**config.mk**
```make
export PLATFORM = sky130hd
export DESIGN_NAME = rabs_queue
export DESIGN_NICKNAME = d
export VERILOG_FILES = /design/src/rtl/rabs_queue.sv
export SDC_FILE = /design/constraint.sdc
export NUM_CORES = 1
export LEC_CHECK = 0
export BUFFER_PORTS_ARGS = -buffer_cell sky130_fd_sc_hd__buf_2
export CAP_MARGIN = 10
export CORE_AREA = 10 10 79 81
export CTS_BUF_LIST = sky130_fd_sc_hd__clkbuf_8
export DETAILED_ROUTE_END_ITERATION = 10
export DIE_AREA = 0 0 89 91
export PLACE_DENSITY = 0.63
export RECOVER_POWER = 50
export SLEW_MARGIN = 25
export SYNTH_ARGS = -nofsm -noshare
export SYNTH_HDL_FRONTEND = slang
export SYNTH_SLANG_ARGS = --single-unit
```
**constraint.sdc**
```tcl
create_clock -name clk -period 4.43 [get_ports clk]
set_input_delay 0.443 -clock clk [delete_from_list [all_inputs] [get_ports clk]]
set_output_delay 0.443 -clock clk [all_outputs]
set_load 0.05 [all_outputs]
```
**src/rtl/rabs_queue.sv**
```systemverilog
// ---------------------------------------------------------------------------
// rabs_queue
// Small first-in first-out queue between the classifying front end and the
// background update back end.
// ---------------------------------------------------------------------------
module rabs_queue #(
	parameter int WIDTH = 8,
	parameter int DEPTH = 4
) (
	input  logic             clk,
	input  logic             arst_n,
	input  logic             push,
	input  logic [WIDTH-1:0] push_data,
	input  logic             pop,
	output logic [WIDTH-1:0] head_data,
	output logic             full,
	output logic             empty
);

	localparam int PTR_W = (DEPTH > 1) ? $clog2(DEPTH) : 1;
	localparam int CNT_W = $clog2(DEPTH + 1);

	logic [WIDTH-1:0] slot_q [DEPTH];
	logic [PTR_W-1:0] wr_ptr_q;
	logic [PTR_W-1:0] rd_ptr_q;
	logic [CNT_W-1:0] count_q;
	logic             do_push;
	logic             do_pop;

	assign full      = (count_q == CNT_W'(DEPTH));
	assign empty     = (count_q == '0);
	assign do_push   = push && !full;
	assign do_pop    = pop && !empty;
	assign head_data = slot_q[rd_ptr_q];

	// Hold pointers and fill count
	always_ff @(posedge clk or negedge arst_n) begin
		if (!arst_n) begin
			wr_ptr_q <= '0;
			rd_ptr_q <= '0;
			count_q  <= '0;
		end else begin
			if (do_push) begin
				wr_ptr_q <= (wr_ptr_q == PTR_W'(DEPTH - 1)) ? '0 : wr_ptr_q + 1'b1;
			end
			if (do_pop) begin
				rd_ptr_q <= (rd_ptr_q == PTR_W'(DEPTH - 1)) ? '0 : rd_ptr_q + 1'b1;
			end
			if (do_push && !do_pop) begin
				count_q <= count_q + 1'b1;
			end else if (do_pop && !do_push) begin
				count_q <= count_q - 1'b1;
			end
		end
	end

	// Store the incoming request
	always_ff @(posedge clk) begin
		if (do_push) begin
			slot_q[wr_ptr_q] <= push_data;
		end
	end

endmodule

```
# Word-level counts from Yosys, hierarchy flattened

Memory sizes are Yosys's and may differ from the RTL's.
Index checks and enable logic that the tools add are counted.

Register bits after elaboration: 7
Bits in latches: 0
Memory bits (writable): 32
Memory bits (read-only): 0
Memories: 1

Add/subtract/negate cells: 4
Multipliers: 0
Divide/modulo/power cells: 0
$lt $le $gt $ge: 0
Eq/ne operators: 3
Shifts and indexed selects: 0
Multiplexer cells: 6
Bitwise logic cells: 0
Reductions and logical operators: 10

Memories:

| name   | words | bits a word | read ports | clocked after memory_dff | wr ports | line | RTL |
|---|---|---|---|---|---|---|---|
| slot_q | 4     | 8           | 1          | 0                        | 1        | 23   | `logic [WIDTH-1:0] slot_q [DEPTH];` |

Operators with widths:

| kind                  | count |
|---|---|
| $mux W3               | 2 |
| $add A2 B1 Y2 const B | 2 |
| $eq A2 B2 Y1 const B  | 2 |
| $logic_and A1 B1 Y1   | 4 |
| $logic_not A1 Y1      | 4 |
| $mux W2               | 2 |
| $add A3 B1 Y3 const B | 1 |
| $eq A3 B3 Y1 const B  | 1 |
| $logic_not A3 Y1      | 1 |
| $sub A3 B1 Y3 const B | 1 |
| $mux W1               | 2 |
| $reduce_bool A2 Y1    | 1 |

# Longest topological paths before layout

Depth after elaboration: 7
Mapped depth: 8
Depth with buffers taken out: 8

# Worst setup path after synthesis

No wires, ideal clock.

Path kind: register to register
From: reg count_q[0]
To: reg count_q[2]
Setup time: 0.079 ns
Arrival time: 2.928 ns
Required time: 4.351 ns
Path slack: 1.423 ns
Stages on the path, launching flop included: 9
Period minus slack after synthesis: 3.007 ns
Path through: dfrtp_1 > nor3_1 > nand2b_4 > ha_1 > inv_1 > fa_1 > xor2_1 > nor2_1 > xor2_1

Longest elaborated chain between the ends: 6
Elaborated cells between the ends (all ways): 15
Those cells by class: add/sub (2); eq/ne (1); mux (2); reduce/logical (10)

RTL lines:

| item                                          | line | RTL |
|---|---|---|
| start, declared                               | 26   | `logic [CNT_W-1:0] count_q;` |
| start signal, assigned                        | 50   | `count_q <= count_q + 1'b1;` |
| start signal, assigned                        | 52   | `count_q <= count_q - 1'b1;` |
| $logic_not A3 Y1 *                            | 31   | `assign empty = (count_q == '0);` |
| named net empty                               | 17   | `output logic empty` |
| $logic_not A1 Y1 *                            | 33   | `assign do_pop = pop && !empty;` |
| $logic_and A1 B1 Y1 *                         | 33   |  |
| $logic_not A1 Y1                              | 49   | `if (do_push && !do_pop) begin` |
| $logic_and A1 B1 Y1                           | 49   |  |
| $mux W3 or $reduce_bool A2 Y1 (tied branches) | --   |  |

Mark *: on every way through the listed nets, which the timed path passes. The rest lies on a longest branch. The select of a mux whose other input is x is not followed.
A chain may end at the register's enable or synchronous reset.

# Worst setup path after layout

From: reg rd_ptr_q[0]
To: out head_data[6]

Longest elaborated chain between the ends: 1

RTL lines:

| item                   | line | RTL |
|---|---|---|
| start, declared        | 25   | `logic [PTR_W-1:0] rd_ptr_q;` |
| start signal, assigned | 47   | `rd_ptr_q <= (rd_ptr_q == PTR_W'(DEPTH - 1)) ? '0 : rd_ptr_q + 1'b1;` |
| $mem_v2 Z4 W8          | --   |  |
| end, declared          | 15   | `output logic [WIDTH-1:0] head_data,` |

Every way passes these cells.

==> metrics.md <==
| Metric | Value |
|---|---|
| Post-synth ARST share | 0.179 |
| Number of global-route vias before repair | 886 |
| Total number of vias | roughly 770 |
| Sequential cell area | 1140 sq um |
| Post-synthesis mux area share | 0.155 |
| Overall routing resource usage | 0.0732 |
| Top delay family on crit path | flip-flops |
| DR WL met2 | between 1000 and 1500 microns |
| Routed wl met3 | 152 microns |
| Startpoint types | flop |
| Inserted Clock Buffers | 5 |
| Synth Net Count | 98 |
| XOR/XNOR Fraction of Synth Area | 0.0162 |
| Share of cells above drive strength 1 | 0.299 |
| TritonCTS clock tree | built |
| Worst Setup Path Type | reg -> out |
| Core box area | between 4000 and 5000 sq um |
| Worst path bufs/invs | 1 |
| Largest net degree at the start of global routing | 14 |
| Maxcap violations | 0 |
| Leak Pwr | 0.000684 uW |
| Die height | ~91 microns |
| Post-synth EDFFs | 32 |
| Wl on met1 | between 1000 and 1500 microns |
| CTS clk-pin slew, worst paths | 0.08 ns |
| Fmax | 0.441 GHz |
| Finish-stage setup viols | 0 |
| Post-synthesis instance total | 79 |
| DRT iter0 DRCs | 49 |
| R2R Setup Slk | 2.23 ns |
| Cell area power density | 758 nW/um^2 |
| Post-Synth Simple-Gate Area | 0.0549 |
| Fill count | between 400 and 500 |
| Min cycle time layout | 2.27 ns |
| Starting Density | 0.347 |
| Most frequent cell after synthesis | edfxtp_1 |
| Overall die area | 8100 sq um |
| Antenna violations before repair | 0 |
| Worst path max stage delay | 0.72 ns |
| Max Used Layer | met4 |
| Grt ovf | 0 |
| Post-synthesis cell area | 1620 sq um |
| Antenna-violating nets left | 0 |
| WL per Instance | roughly 17 microns |
| Layout Cells excl Fill | 161 |
| Clock Skew | 0.00673 ns |
| GP Congestion | 0.680 |
| WP depth | 2 |
| Synth cell count leaders | edfxtp_1, mux4_2, dfrtp_1, ha_1 |
| CTS H-tree lvls | 2 |
| CTS-repair resized insts | 0 |
| First-pass DRT Iterations | 3 |
| Inserted Diodes | 0 |
| Yosys warns | 0 |
| Synth cell types | 19 |
| Die width | 89 microns |
| RSZ-0062 raised after global routing | no |
| Dpl ws | 2.37 ns |
| Prevailing post-synth register cell | edfxtp_1 |
| Worst hold path type | in -> reg |
| Multi-input gate area | roughly 440 sq um |
| Worst setup margin | around 2.2 ns |
| Worst hold endpoint | slot_q[1][0] |
| Outcome | finished clean |
| First-pass GRT wire length | between 4000 and 5000 microns |
| Maximum VDD drop | 0.000308 V |
| Min-delay src | push_data[0] |
| Required time of the critical path | roughly 4 ns |
| Share of the clock period used by the worst path after layout | 0.512 |
| Io pins | 22 |
| CP Cell Sequence | mux4_2 > buf_2 |
| Dominant cell type by area after synthesis | edfxtp_1 |
| Std cell rows | 25 |
| Placed insts | 152 |
| Ranking of synthesized cells by area | edfxtp_1, mux4_2, dfrtp_1 |
| Worst Setup SP | rd_ptr_q[0] |
| #FFs+latches synth | 39 |
| Final Power | around 1400 uW |
| Detail Placement HPWL | around 2000 microns |
| Clk sinks | 39 |
| Setup TNS | 0 ns |
| CP Capture Type | output port |
| Maximum root-to-sink buffer count | 2 |
| Hold Vio Cnt, Final | 0 |
| Root buf cell | clkbuf_8 |
| Worst reg-to-reg path cell count | 6 |
| Worst R2R End | count_q[1] |
| Clk Latency, worst-skew pair | roughly 0.29 ns |
| Adder-cell share of the synthesized area | 0.0588 |
| Compound-Gate Fraction of Synth Area | 0 |
| Post-synthesis sequential area ratio | 0.702 |
| DRC viols | 0 |
| Max transition margin | 0.438 |
| Top cell type's share of synthesized area | 0.594 |
| Final WL | 2760 microns |
| Hold Path Stages | 1 |
| Worst-path cell with the longest stage delay | dfrtp_1 |
| Nets | 125 |
| Critical Path Fanout Max | 11 |
| Reg2reg start | count_q[0] |
| Syn avg cell area | slightly above 20 sq um |
| CP Data Arrival Time | 1.82 ns |
| Largest family of logic cells by synthesized area | multiplexers |
| Area grow syn2layout | 15.4% |
| DR vias/cell | 4.79 |
| Slew Limit Fails | 0 |
| Least-Margin Pin Slew | 0.840 ns |
| Port bufs | 21 |
-- how the worst max path moves through the flow --
stage	to
after floorplan	count_q[2]
after global placement	head_data[5]
after detailed placement	count_q[2]
after CTS	head_data[6]
after global routing	head_data[6]
final	head_data[6]
-- what timing repair did --
item / 4_1_cts / 5_1_grt
hold buffers: 1 / 0
setup buffers: 0 / 0
hold endpoints to repair: 7 / 0
-- cell usage in the layout, fill, tap and decap left out, types with 2 or more instances in the layout --
master,instances
mux2_1,2
clkbuf_1,9
nor2_1,4
inv_1,3
and2_1,3
dfrtp_1,7
buf_2,12
ha_1,6
mux2_4,2
edfxtp_1,32
xor2_1,2
mux4_2,8
clkbuf_8,5
-- layout make-up --
cell class / instances / share of cell area
Sequential cell: 39 / 0.609
Clock buffer: 5 / 0.0369
Multi-Input combinational cell: 35 / 0.233
Tap cell: 54 / 0.0362
Timing Repair Buffer: 22 / 0.0556
Clock inverter: 3 / 0.0235
Inverter: 3 / 0.00603
-- registers in the layout (all words and copies together) (netlist names) --
name,flops
slot_q,32
rd_ptr_q,2
count_q,3
wr_ptr_q,2
-- per-layer routing --
metal,global-route usage,vias up
met2,0.121,21
met1,0.0844,391
met3,0.0313,4
met4,0.0199,0
li1,-,355
met5,0,-
-- power by group --
group | total [uW] | switching, uW | internal (uW) | leakage, uW
clock network | 291 | 123 | 168 | 0.0000581
logic | 543 | 341 | 202 | 0.000251
registers | 581 | 84.4 | 497 | 0.000375
total | 1410 | 549 | 866 | 0.000684
-- cells by family (layout without fill, tap and decap cells) --
kind of cell / after synthesis / after routing
AND/OR/NAND/NOR: 12 / 12
flip-flops: 39 / 39
multiplexers: 13 / 13
adder cells (fa/ha/maj): 7 / 7
buffers and inverters: 5 / 33
XOR/XNOR: 3 / 3
-- stage by stage --
stage | utilization | area (sq um) | hold slack [ns]
floorplan | - | 1620 | 0.147
global placement | 0.382 | 1780 | 0.286
detailed placement | 0.382 | 1780 | 0.290
CTS | 0.409 | 1900 | 0.365
global route | 0.401 | 1870 | 0.423
finish | 0.401 | 1870 | 0.423
Note: power is estimated with default switching activity, not from simulation.
