File: config.mk
export PLATFORM = sky130hd
export DESIGN_NAME = rabs_front
export DESIGN_NICKNAME = d
export VERILOG_FILES = /design/src/rtl/rabs_pkg.sv /design/src/rtl/rabs_front.sv
export SDC_FILE = /design/constraint.sdc
export NUM_CORES = 1
export LEC_CHECK = 0
export CORE_ASPECT_RATIO = 0.7
export CORE_MARGIN = 5
export CORE_UTILIZATION = 30
export DETAILED_ROUTE_END_ITERATION = 6
export DONT_BUFFER_PORTS = 1
export PLACE_DENSITY = 0.5
export SLEW_MARGIN = 20
export SYNTH_ARGS = -nofsm -noshare
export SYNTH_HDL_FRONTEND = slang
export SYNTH_SLANG_ARGS = --single-unit
File: constraint.sdc
create_clock -name clk -period 2.05 [get_ports clk]
set_input_delay 0.3075 -clock clk [delete_from_list [all_inputs] [get_ports clk]]
set_output_delay 0.3075 -clock clk [all_outputs]
set_load 0.02 [all_outputs]
File: src/rtl/rabs_pkg.sv
// ---------------------------------------------------------------------------
// rabs_pkg
// Shared types and constants for the running-average background subtractor.
// ---------------------------------------------------------------------------
package rabs_pkg;

	// Channel and field widths
	localparam int PIX_W   = 8;
	localparam int INDEX_W = 19;
	localparam int RATE_W  = 8;

	// Width used while reducing a raster index into the store range
	localparam int MOD_W = 24;

	// Learning rate used after reset and in place of a zero rate
	localparam logic [RATE_W-1:0] DEFAULT_RATE = 8'd10;

	// Three colour channels, red in element 0, blue in element 2
	typedef logic [2:0][PIX_W-1:0] rgb_t;

	// What the back end does with one request
	typedef enum logic [1:0] {
		KIND_ZERO  = 2'd0,  // no background yet, answer with zeros
		KIND_COPY  = 2'd1,  // first frame, copy pixel into the store
		KIND_BLEND = 2'd2,  // blend pixel into the stored background
		KIND_READ  = 2'd3   // compare against the stored background only
	} kind_t;

	localparam int KIND_W = $bits(kind_t);

endpackage

File: src/rtl/rabs_front.sv
// ---------------------------------------------------------------------------
// rabs_front
// Accepts pixels, classifies each request against the background state and
// folds the raster index into the store range over two stages.
// ---------------------------------------------------------------------------
module rabs_front import rabs_pkg::*; #(
	parameter int MAX_PIXELS = 524288,
	parameter int IDX_W      = 19
) (
	input  logic               clk,
	input  logic               arst_n,
	input  logic               in_valid,
	output logic               in_ready,
	input  rgb_t               in_pix,
	input  logic [INDEX_W-1:0] in_index,
	input  logic               in_last,
	input  logic               in_update,
	input  logic               fifo_full,
	output logic               push,
	output kind_t              push_kind,
	output rgb_t               push_pix,
	output logic [IDX_W-1:0]   push_idx
);

	// Index modulo MAX_PIXELS by reciprocal multiply; the quotient may be one
	// short, so a single compare and subtract finishes the remainder.
	localparam int              SHIFT      = INDEX_W + $clog2(MAX_PIXELS);
	localparam logic [63:0]     RECIP_FULL = (64'd1 << SHIFT) / 64'(MAX_PIXELS);
	localparam int              RECIP_W    = INDEX_W + 1;
	localparam logic [RECIP_W-1:0] RECIP   = RECIP_FULL[RECIP_W-1:0];
	localparam int              PROD_W     = INDEX_W + RECIP_W;
	localparam int              QM_W       = INDEX_W + MOD_W;
	localparam logic [MOD_W-1:0] MAX_M     = MOD_W'(MAX_PIXELS);

	logic               accept;
	logic               advance;
	logic               bg_valid_q;
	kind_t              kind_in;

	logic               valid_s1;
	kind_t              kind_s1;
	rgb_t               pix_s1;
	logic [INDEX_W-1:0] index_s1;
	logic [PROD_W-1:0]  prod_s1;

	logic               valid_s2;
	kind_t              kind_s2;
	rgb_t               pix_s2;
	logic [INDEX_W-1:0] index_s2;
	logic [MOD_W-1:0]   qm_s2;

	logic [INDEX_W-1:0] quot;
	logic [QM_W-1:0]    qm_full;
	logic [MOD_W-1:0]   rem_raw;
	logic [MOD_W-1:0]   rem;

	assign advance  = !valid_s2 || !fifo_full;
	assign in_ready = advance;
	assign accept   = in_valid && in_ready;

	// Classify the request in arrival order
	always_comb begin
		if (!bg_valid_q) begin
			kind_in = in_update ? KIND_COPY : KIND_ZERO;
		end else begin
			kind_in = in_update ? KIND_BLEND : KIND_READ;
		end
	end

	// Mark the background as present once the first frame has been copied
	always_ff @(posedge clk or negedge arst_n) begin
		if (!arst_n) begin
			bg_valid_q <= 1'b0;
		end else if (accept && in_update && in_last) begin
			bg_valid_q <= 1'b1;
		end
	end

	// Advance stage valids
	always_ff @(posedge clk or negedge arst_n) begin
		if (!arst_n) begin
			valid_s1 <= 1'b0;
			valid_s2 <= 1'b0;
		end else if (advance) begin
			valid_s1 <= accept;
			valid_s2 <= valid_s1;
		end
	end

	// Quotient estimate and its product with the store depth
	assign quot    = INDEX_W'(prod_s1 >> SHIFT);
	assign qm_full = QM_W'(quot) * QM_W'(MAX_M);

	// Advance stage payloads
	always_ff @(posedge clk) begin
		if (advance) begin
			kind_s1  <= kind_in;
			pix_s1   <= in_pix;
			index_s1 <= in_index;
			prod_s1  <= PROD_W'(in_index) * PROD_W'(RECIP);
			kind_s2  <= kind_s1;
			pix_s2   <= pix_s1;
			index_s2 <= index_s1;
			qm_s2    <= qm_full[MOD_W-1:0];
		end
	end

	// Finish the remainder and hand the request on
	assign rem_raw   = MOD_W'(index_s2) - qm_s2;
	assign rem       = (rem_raw >= MAX_M) ? rem_raw - MAX_M : rem_raw;
	assign push      = valid_s2 && !fifo_full;
	assign push_kind = kind_s2;
	assign push_pix  = pix_s2;
	assign push_idx  = rem[IDX_W-1:0];

endmodule

Word level (Yosys, flattened, before mapping). Index checks and enable logic that the tools add are counted.

Flip-flop bits (word level): 93. Bits of input ports: 49. Output and inout bits: 47. Word-level logic and storage cells: 26.

$add $sub $neg: 1. Order comparisons: 1. Multiplexer cells: 4. Reductions and logical operators: 7.

Operators with widths (number): $ge 19x20->1 const B (1); $mux 19 (1); $sub 19x1->19 const B (1); $logic_and 1x1->1 (4); $logic_not 1->1 (2); $mux 1 (2); $mux 2 (1); $logic_or 1x1->1 (1).

Logic depth before layout (Yosys ltp). Gate-level depths: netlist of the first run.

Word-level depth: 5. Depth in mapped cells: 2. Mapped depth without buffers: 2.

Worst setup path before layout of the first run. Ideal clock, no wire load.

Path type: flip-flop to flip-flop. Start point: register valid_s2. End point: register valid_s1. Library setup time: 0.130 ns. Data arrival time: 1.907 ns. Data required time: 1.920 ns. Setup slack: 0.013 ns. Stages on the path, launching flop included: 3. Buffers on the path: 0. Clock period less this slack: 2.037 ns. Cell sequence: dfrtp_1 > nand2_2 > mux2_4.

Word-level cells in the longest chain between the ends: 3.

RTL lines: start, declared (RTL line rabs_front.sv:46) `logic valid_s2;`; start signal, assigned (RTL line rabs_front.sv:86) `valid_s2 <= valid_s1;`; $logic_not 1->1 (*) (RTL line rabs_front.sv:57) `assign advance = !valid_s2 || !fifo_full;`; $logic_or 1x1->1 (*) (RTL line rabs_front.sv:57); via in_ready (RTL line rabs_front.sv:13) `output logic in_ready,`; $logic_and 1x1->1 (RTL line rabs_front.sv:59) `assign accept = in_valid && in_ready;`; end signal, assigned (RTL line rabs_front.sv:85) `valid_s1 <= accept;`; end, declared (RTL line rabs_front.sv:40) `logic valid_s1;`.

The timed path passes the listed nets; every way through them passes the cells marked *. A chain may end at the register's enable or synchronous reset.

Worst setup path in the final report of the first run.
Start point: register valid_s2. End point: output in_ready.

Word-level cells in the longest chain between the ends: 2.

RTL lines (RTL line): $logic_not 1->1 (rabs_front.sv:57); $logic_or 1x1->1 (rabs_front.sv:57); end, declared (rabs_front.sv:13).

No other way between the ends.

==> results of run 1 <==
## final cells by class
| type | instances | area share (%) |
|---|---|---|
| multi-input combinational | 6 | 1.81 |
| clock inverter | 6 | 1.21 |
| sequential | 93 | 83.9 |
| tap | 124 | 4.68 |
| timing repair buffer | 3 | 1.51 |
| clock buffer | 10 | 6.91 |
## through the flow
step           setup slack (ns)  hold slack (ns)
2_1_floorplan            0.0128           0.0119
3_5_place_dp              0.676           0.0120
3_3_place_gp              0.725           0.0120
4_1_cts                   0.629           0.0494
5_1_grt                   0.598           0.0398
6_report                  0.662           0.0684
## per-layer routing
| layer | share of wire, % | routed length, microns | track usage [%] | vias to the layer above |
|---|---|---|---|---|
| li1 | - | - | - | 424 |
| met1 | 39 | 1750 | 8.47 | 453 |
| met2 | 42 | 1880 | 10.9 | 77 |
| met3 | 16 | 727 | 8.09 | 14 |
| met4 | 1.8 | 81 | 3.75 | 4 |
| met5 | 0.60 | 27 | 0 | - |
## cells by family (layout without fill, tap and decap cells)
kind of cell / after synthesis / after routing
flip-flops: 93 / 93
AND/OR/NAND/NOR: 3 / 3
AO/OA/AOI/OAI: 1 / 1
XOR/XNOR: 1 / 1
multiplexers: 1 / 1
buffers and inverters: 0 / 19
## worst max path at each step
stage                                    start               endpoint  slack, ns
after CTS                 valid_s2$_DFFE_PN0P_               in_ready       0.63
after global placement    valid_s2$_DFFE_PN0P_  push_pix[0]$_DFFE_PP_       0.72
after floorplan           valid_s2$_DFFE_PN0P_   valid_s1$_DFFE_PN0P_       0.01
final                     valid_s2$_DFFE_PN0P_               in_ready       0.66
after detailed placement  valid_s2$_DFFE_PN0P_    pix_s1[0]$_DFFE_PP_       0.68
after global routing      valid_s2$_DFFE_PN0P_               in_ready       0.60
## state kept, by name, indices dropped and copies added (netlist names)
register and cells:
bg_valid_q 1, index_s1 19, index_s2 19, kind_s1 2
pix_s1 24, push_kind 2, push_pix 24, valid_s1 1
valid_s2 1
## cell usage in the layout, fill, tap and decap left out
cell	netlist	final
xor2_1	1	1
and2b_1	1	1
dlygate4sd3_1	0	1
a41o_1	1	1
clkinv_1	0	1
nand2_4	0	1
clkinv_2	0	1
clkbuf_16	0	9
clkinv_4	0	1
mux2_4	1	1
clkinvlp_4	0	3
clkbuf_1	0	1
edfxtp_1	90	90
buf_12	0	2
or2b_1	1	1
dfrtp_1	3	3
## power by group through the flow
| stage | Clock [uW] | Sequential (uW) | Combinational [uW] |
|---|---|---|---|
| after floorplan | 0 | 2530 | 64.5 |
| after global placement | 0 | 2550 | 96.7 |
| after detailed placement | 0 | 2560 | 103 |
| after CTS | 1520 | 2520 | 105 |
| after global routing | 1600 | 2530 | 112 |
| final | 1450 | 2510 | 102 |
## timing repair
action	CTS	global route
hold buffers	1	0
hold endpoints to repair	3	0
resized for setup	0	0
==> results.sh, run 1 <==
export IMPL_status="complete, no violations"
export IMPL_root_buffer="clkbuf_16"
export IMPL_overflow=0
export IMPL_fmax_mhz=720
export IMPL_final_util_pct=36.2
export IMPL_cp_max_fo=27
export IMPL_cp_depth=1
export IMPL_crit_slowest_cell="dfrtp_1"
export IMPL_track_usage_pct=8.17
export IMPL_tritoncts="yes"
export IMPL_rsz0062_at_grt="false"
export IMPL_hold_depth=0
export IMPL_synth_most_common_cell="edfxtp_1"
export IMPL_async_reset_ff_share_pct=3.23
export IMPL_nets=162
export IMPL_dp_cells=225
export IMPL_yosys_top_cells_area="edfxtp_1 (95%), dfrtp_1 (2.7%), mux2_4 (0.53%)"
export IMPL_crit_family="flip-flops"
export IMPL_cellPowerDensity_nw_per_um2=1230
export IMPL_htree_levels=3
export IMPL_rr_startpoint="valid_s2$_DFFE_PN0P_"
export IMPL_p_int_uw=3160
export IMPL_seq_area_sq_um=2780
export IMPL_ant_nets=0
export IMPL_vias=972
export IMPL_final_area_sq_um=3310
export IMPL_wire_per_inst_microns=18.5
export IMPL_synth_cells=99
export IMPL_seq_area_frac_synth_pct=98.1
export IMPL_grt_pass1_wl_microns=6630
export IMPL_cp_start_kind="flip-flop"
export IMPL_fin_skew_ns=0.00485
export IMPL_worstMarginPinSlew_ns=0.414
export IMPL_core_sq_um=9140
export IMPL_timing_rr_end="push_pix[20]$_DFFE_PP_"
export IMPL_cp_slowest_stage_delay_ns=0.41
export IMPL_multi_input_area_sq_um=60.1
export IMPL_p_switching_uw=903
export IMPL_hold_violations=0
export IMPL_drc=0
export IMPL_finalSetupViolations=0
export IMPL_gp_congestion=0.652
export IMPL_clockBufferDepth=2
export IMPL_numCtsBuffers=9
export IMPL_end_kind="primary output"
export IMPL_cp_num_buf_inv=0
export IMPL_synthSimpleGateAreaFrac_pct=0.751
export IMPL_p_total_uw=4070
export IMPL_synthTopCellsByCount="edfxtp_1 (90), dfrtp_1 (3)"
export IMPL_hold_path_startpoint="in_index[6]"
export IMPL_final_cells=242
export IMPL_vias_per_cell=4.02
export IMPL_clockPowerShare_pct=35.8
export IMPL_r2r_slack_ns=0.68
export IMPL_num_rows=29
export IMPL_max_slew_margin_rel_pct=72.4
export IMPL_hpwl_microns=3120
export IMPL_drv_slew=0
export IMPL_fin_setup_tns_ns=0
export IMPL_placed_area_sq_um=3030
export IMPL_yosysWarningCount=0
export IMPL_synthXorXnorAreaFrac_pct=0.309
export IMPL_firstDrtPassIters=3
export IMPL_drtIter0Drc=108
export IMPL_p_comb_share_pct=2.5
export IMPL_ios=96
export IMPL_hold_class="in -> reg"
export IMPL_finalCritPeriodShare_pct=67.7
export IMPL_dieHeight_microns=91.3
export IMPL_initial_core_util_pct=31.0
export IMPL_synth_top_family_by_area="simple AND/OR/NAND/NOR gates"
export IMPL_synth_mux_area_share_pct=0.530
export IMPL_synth_distinct_cells=8
export IMPL_vdd_drop_max_uv=597
export IMPL_synth_seq_cells=93
export IMPL_synthesis_area_sq_um=2830
export IMPL_seqPwrFrac_pct=61.7
export IMPL_die_w_microns=126
export IMPL_drive_above_1_share_pct=15.3
export IMPL_cap_viol_max_count=0
export IMPL_syn_num_nets=148
export IMPL_required_ns=1.74
export IMPL_leakage_uw=0.00111
export IMPL_synth_ff_type="edfxtp_1"
export IMPL_path_cells="nand2_4"
export IMPL_clk_pin_slew_ns=0.06
export IMPL_synth_edf_count=90
export IMPL_ff2ff_path_depth=2
export IMPL_drt_wl_total_microns=4470
export IMPL_fillers=848
export IMPL_swShare_pct=22.2
export IMPL_insertedDiodeCount=0
export IMPL_dieArea_sq_um=11500
export IMPL_yosys_area_top_type_share_pct=95.4
export IMPL_place_port_buffers=0
export IMPL_grt_pass1_vias=1059
export IMPL_antenna_found_initial=2
export IMPL_critPathArrivalTime_ns=1.08
export IMPL_cts_sinks=93
export IMPL_synth_avg_cell_area_sq_um=28.6
export IMPL_clk_insertion_delay_late_ns=0.33
export IMPL_area_delta_synth_final_pct=16.9
export IMPL_hold_end="index_s1[6]$_DFFE_PP_"
export IMPL_postCtsSetupBuffers=0
export IMPL_crit_type="reg -> out"
export IMPL_synth_compound_area_share_pct=0.353
export IMPL_yosys_area_top_type="edfxtp_1"
export IMPL_grt_start_max_net_pins=42
export IMPL_synthAdderAreaFrac_pct=0
export IMPL_post_route_min_period_ns=1.39
(Power assumes the default switching activity.)
==> run 2, diff against run 1 <==
==> constraint.sdc (replaced) <==
create_clock -name clk -period 1.25 [get_ports clk]
set_input_delay 0.1875 -clock clk [delete_from_list [all_inputs] [get_ports clk]]
set_output_delay 0.1875 -clock clk [all_outputs]
set_load 0.02 [all_outputs]
==> results.sh, run 2 (same netlist as run 1, synthesis figures left out) <==
export IMPL_status="complete, no violations"
export IMPL_finalSetupViolations=0
export IMPL_grt_start_max_net_pins=34
export IMPL_fmax_mhz=819
export IMPL_nets=218
export IMPL_drv_slew=0
export IMPL_track_usage_pct=8.97
export IMPL_vias_per_cell=4.04
export IMPL_finalCritPeriodShare_pct=97.7
export IMPL_overflow=0
export IMPL_cellPowerDensity_nw_per_um2=1760
export IMPL_clk_pin_slew_ns=0.06
export IMPL_hpwl_microns=3230
export IMPL_root_buffer="clkbuf_16"
export IMPL_max_slew_margin_rel_pct=82.7
export IMPL_vias=1203
export IMPL_drtIter0Drc=60
export IMPL_cap_viol_max_count=0
export IMPL_clk_insertion_delay_late_ns=0.33
export IMPL_numCtsBuffers=9
export IMPL_p_comb_share_pct=6.1
export IMPL_cts_sinks=93
export IMPL_cp_max_fo=7
export IMPL_num_rows=29
export IMPL_htree_levels=3
export IMPL_wire_per_inst_microns=17.0
export IMPL_fin_skew_ns=0.00433
export IMPL_drt_wl_total_microns=5070
export IMPL_dp_cells=228
export IMPL_grt_pass1_vias=1313
export IMPL_grt_pass1_wl_microns=7560
export IMPL_final_cell_mix="edfxtp_1 (90), dlygate4sd3_1 (46), clkbuf_16 (9)"
export IMPL_firstDrtPassIters=4
export IMPL_antenna_found_initial=0
export IMPL_final_cells=298
export IMPL_cp_start_kind="flip-flop"
export IMPL_swShare_pct=22.1
export IMPL_tritoncts="yes"
export IMPL_end_kind="primary output"
export IMPL_core_sq_um=9140
export IMPL_seqPwrFrac_pct=59.5
export IMPL_hold_class="in -> reg"
export IMPL_insertedDiodeCount=0
export IMPL_rsz0062_at_grt="true"
export IMPL_dieArea_sq_um=11500
export IMPL_path_cells="nand2_8, buf_16"
export IMPL_ant_nets=0
export IMPL_ios=96
export IMPL_hold_violations=0
export IMPL_fillers=814
export IMPL_p_total_uw=6930
export IMPL_dieHeight_microns=91.3
export IMPL_initial_core_util_pct=31.0
export IMPL_crit_slowest_cell="dfrtp_2"
export IMPL_leakage_uw=0.00140
export IMPL_drive_above_1_share_pct=17.8
export IMPL_crit_type="reg -> out"
export IMPL_worstMarginPinSlew_ns=0.260
export IMPL_clockPowerShare_pct=34.4
export IMPL_drc=0
export IMPL_required_ns=1.06
export IMPL_gp_congestion=0.715
export IMPL_clockBufferDepth=2
export IMPL_seq_area_sq_um=2780
export IMPL_critPathArrivalTime_ns=1.03
export IMPL_post_route_min_period_ns=1.22
export IMPL_cp_slowest_stage_delay_ns=0.45
export IMPL_final_common_cell="edfxtp_1"
export IMPL_multi_input_area_sq_um=68.8
export IMPL_p_switching_uw=1540
export IMPL_vdd_drop_max_uv=1030
export IMPL_area_delta_synth_final_pct=39.4
export IMPL_p_int_uw=5400
export IMPL_place_port_buffers=0
export IMPL_die_w_microns=126
==> run 2: changes by cell type in the layout (fill, tap and decap cells not counted), sizes merged <==
| cell | delta |
|---|---|
| clkinvlp | +1 |
| clkinv | -1 |
| buf | +8 |
| dlygate4sd3 | +45 |
| bufbuf | +3 |
==> run 2: repair_timing <==
action,in CTS,in global routing
hold endpoints to repair,48,0
resized for setup,2,0
setup endpoints to repair,2,42
pin swaps,1,1
cloned,3,0
setup buffers,4,1
hold buffers,46,0
==> run 2: cell type report <==
class,count,area share [%]
Sequential cell,93,70.4
Clock inverter,6,1.01
Tap cell,124,3.93
Multi-Input combinational cell,6,1.74
Clock buffer,10,5.80
Timing Repair Buffer,59,17.2
==> run 2: routing by layer <==
layer	track usage, %	vias up	routed length, microns
met5	0	-	0
met4	3.21	0	57
met3	6.16	7	581
met2	13.3	82	2290
met1	10.3	574	2140
li1	-	540	-
==> run 2: through the flow <==
step / hold slack, ns / setup slack (ns) / instance area (sq um) / util [%] / TNS [ns]
after floorplan: -0.108 / -0.0637 / 2850 / - / -0.0637
after global placement: -0.108 / 0.155 / 3080 / 33.6 / 0
after detailed placement: -0.108 / 0.115 / 3080 / 33.6 / 0
after CTS: 0.00693 / -0.0233 / 3940 / 43.1 / -0.0233
after global routing: 0.0125 / -0.0201 / 3950 / 43.2 / -0.0201
final: 0.0292 / 0.0288 / 3950 / 43.2 / 0
==> run 2: final timing paths <==
check | from | cells after the start | slack [ns] | endpoint
max | valid_s2$_DFFE_PN0P_ | 2 | 0.03 | in_ready
min | in_last | 1 | 0.03 | bg_valid_q$_DFFE_PN0P_
max reg2reg | valid_s2$_DFFE_PN0P_ | 3 | 0.05 | pix_s1[17]$_DFFE_PP_
min reg2reg | pix_s1[5]$_DFFE_PP_ | 0 | 0.41 | push_pix[5]$_DFFE_PP_
max in group asynchronous | arst_n | 1 | 0.98 | valid_s2$_DFFE_PN0P_
min in group asynchronous | arst_n | 1 | 0.11 | bg_valid_q$_DFFE_PN0P_
==> run 2: worst max-delay path, delay by kind of cell (launching register included) <==
family / cells / cell delay [ns]
AND/OR/NAND/NOR: 1 / 0.11
flip-flops: 1 / 0.45
buffers and inverters: 1 / 0.14
==> run 2: power groups by stage <==
stage | Combinational, uW | Clock, uW | Sequential (uW)
global placement | 185 | 0 | 4190
floorplan | 109 | 0 | 4140
CTS | 422 | 2490 | 4130
global route | 448 | 2620 | 4150
finish | 421 | 2390 | 4120
detailed placement | 198 | 0 | 4200
==> run 3, diff against run 2 <==
==> constraint.sdc (replaced) <==
create_clock -name clk -period 1.25 [get_ports clk]
set_input_delay 0.125 -clock clk [delete_from_list [all_inputs] [get_ports clk]]
set_output_delay 0.125 -clock clk [all_outputs]
set_load 0.02 [all_outputs]
==> results.sh, run 3 (same netlist as run 1, synthesis figures left out) <==
export IMPL_hpwl_microns=3230
export IMPL_area_delta_synth_final_pct=37.8
export IMPL_numCtsBuffers=9
export IMPL_root_buffer="clkbuf_16"
export IMPL_leakage_uw=0.00137
export IMPL_status="complete, no violations"
export IMPL_drtIter0Drc=39
export IMPL_crit_type="reg -> out"
export IMPL_ant_nets=0
export IMPL_critPathArrivalTime_ns=1.08
export IMPL_p_total_uw=7240
export IMPL_rsz0062_at_grt="false"
export IMPL_end_kind="primary output"
export IMPL_cp_start_kind="flip-flop"
export IMPL_crit_slowest_cell="dfrtp_2"
export IMPL_fin_skew_ns=0.00384
export IMPL_crit_family="flip-flops"
export IMPL_cp_max_fo=17
export IMPL_fmax_mhz=832
export IMPL_whs_ns=0.0519
export IMPL_dp_slack_ns=0.121
export IMPL_place_port_buffers=0
export IMPL_hold_class="in -> async"
export IMPL_clockBufferDepth=2
export IMPL_finalCritPeriodShare_pct=96.1
export IMPL_die_w_microns=126
export IMPL_final_common_cell="edfxtp_1"
export IMPL_insertedDiodeCount=0
export IMPL_htree_levels=3
export IMPL_track_usage_pct=8.76
export IMPL_ios=96
export IMPL_ff2ff_path_depth=2
export IMPL_worstMarginPinSlew_ns=0.258
export IMPL_clk_insertion_delay_late_ns=0.33
export IMPL_vias=1167
export IMPL_cap_viol_max_count=0
export IMPL_path_cells="nand2_8, buf_16"
export IMPL_grt_pass1_wl_microns=7440
export IMPL_drt_wl_total_microns=4810
export IMPL_required_ns=1.12
export IMPL_final_cell_mix="edfxtp_1 (90), dlygate4sd3_1 (47), clkbuf_16 (9)"
export IMPL_clk_pin_slew_ns=0.06
export IMPL_overflow=0
export IMPL_tritoncts="yes"
export IMPL_hold_violations=0
export IMPL_drc=0
export IMPL_cellPowerDensity_nw_per_um2=1850
export IMPL_dieHeight_microns=91.3
export IMPL_initial_core_util_pct=31.0
export IMPL_dp_cells=228
export IMPL_firstDrtPassIters=4
export IMPL_crit_path_start="valid_s2$_DFFE_PN0P_"
export IMPL_cp_num_buf_inv=1
export IMPL_num_rows=29
export IMPL_wire_per_inst_microns=16.5
export IMPL_max_slew_margin_rel_pct=82.8
export IMPL_fin_ws_ns=0.0483
export IMPL_core_sq_um=9140
export IMPL_final_cells=291
export IMPL_grt_pass1_vias=1267
export IMPL_nets=212
export IMPL_placed_area_sq_um=3080
export IMPL_cp_depth=2
export IMPL_drv_slew=0
export IMPL_rr_startpoint="valid_s2$_DFFE_PN0P_"
export IMPL_antenna_found_initial=0
export IMPL_dieArea_sq_um=11500
export IMPL_drive_above_1_share_pct=14.4
export IMPL_vdd_drop_max_uv=699
export IMPL_grt_start_max_net_pins=34
export IMPL_cp_slowest_stage_delay_ns=0.45
export IMPL_post_route_min_period_ns=1.20
export IMPL_gp_congestion=0.703
export IMPL_vias_per_cell=4.01
export IMPL_finalSetupViolations=0
export IMPL_cts_sinks=93
export IMPL_final_area_sq_um=3900
-- run 3: cell types whose count changed in the layout (fill, tap and decap cells not counted) --
cell,delta
buf_4,-5
bufbuf_16,-2
bufinv_16,+2
clkbuf_1,-1
clkinv_2,-1
clkinv_4,+1
clkinvlp_4,-2
dlygate4sd3_1,+1
-- run 3: timing repair --
item                       CTS  global route
hold endpoints to repair    49             0
buffers inserted             0             0
hold buffers                47             0
setup endpoints to repair    1             0
resized for setup            2             0
-- run 3: layer usage --
metal / global-route usage (%) / part of all wire, % / vias to the layer above
met3: 6.80 / 13 / 3
li1: - / - / 527
met4: 2.95 / 0.67 / 0
met5: 0 / 0 / -
met1: 9.57 / 40 / 556
met2: 13.1 / 46 / 81
-- run 3: cell type report --
type                    instances  area, sq um
fillers                       828         5240
flip-flops and latches         93         2780
repair buffers                 53          586
clock buffers                   9          225
well taps                     124          155
clock inverters                 6         88.8
multi-input cells               6         68.8
-- run 3: path summary, 6_finish.rpt --
kind,endpoint,slack (ns)
worst max register to register,index_s2[5]$_DFFE_PP_,0.08
worst min-delay path,valid_s1$_DFFE_PN0P_,0.05
min in group clk,valid_s1$_DFFE_PN0P_,0.10
worst min register to register,index_s2[10]$_DFFE_PP_,0.42
worst max-delay path,in_ready,0.05
max in group asynchronous,valid_s2$_DFFE_PN0P_,1.03
-- run 3: power by group --
group | internal, uW | switching (uW)
Combinational | 188 | 158
Sequential | 3810 | 313
Clock | 1740 | 1030
Total | 5730 | 1500
-- run 3: stage by stage --
step / setup TNS (ns) / util [%]
floorplan: -0.0637 / -
finish: 0 / 42.7
global route: 0 / 42.7
global placement: 0 / 33.6
detailed placement: 0 / 33.6
CTS: 0 / 42.7
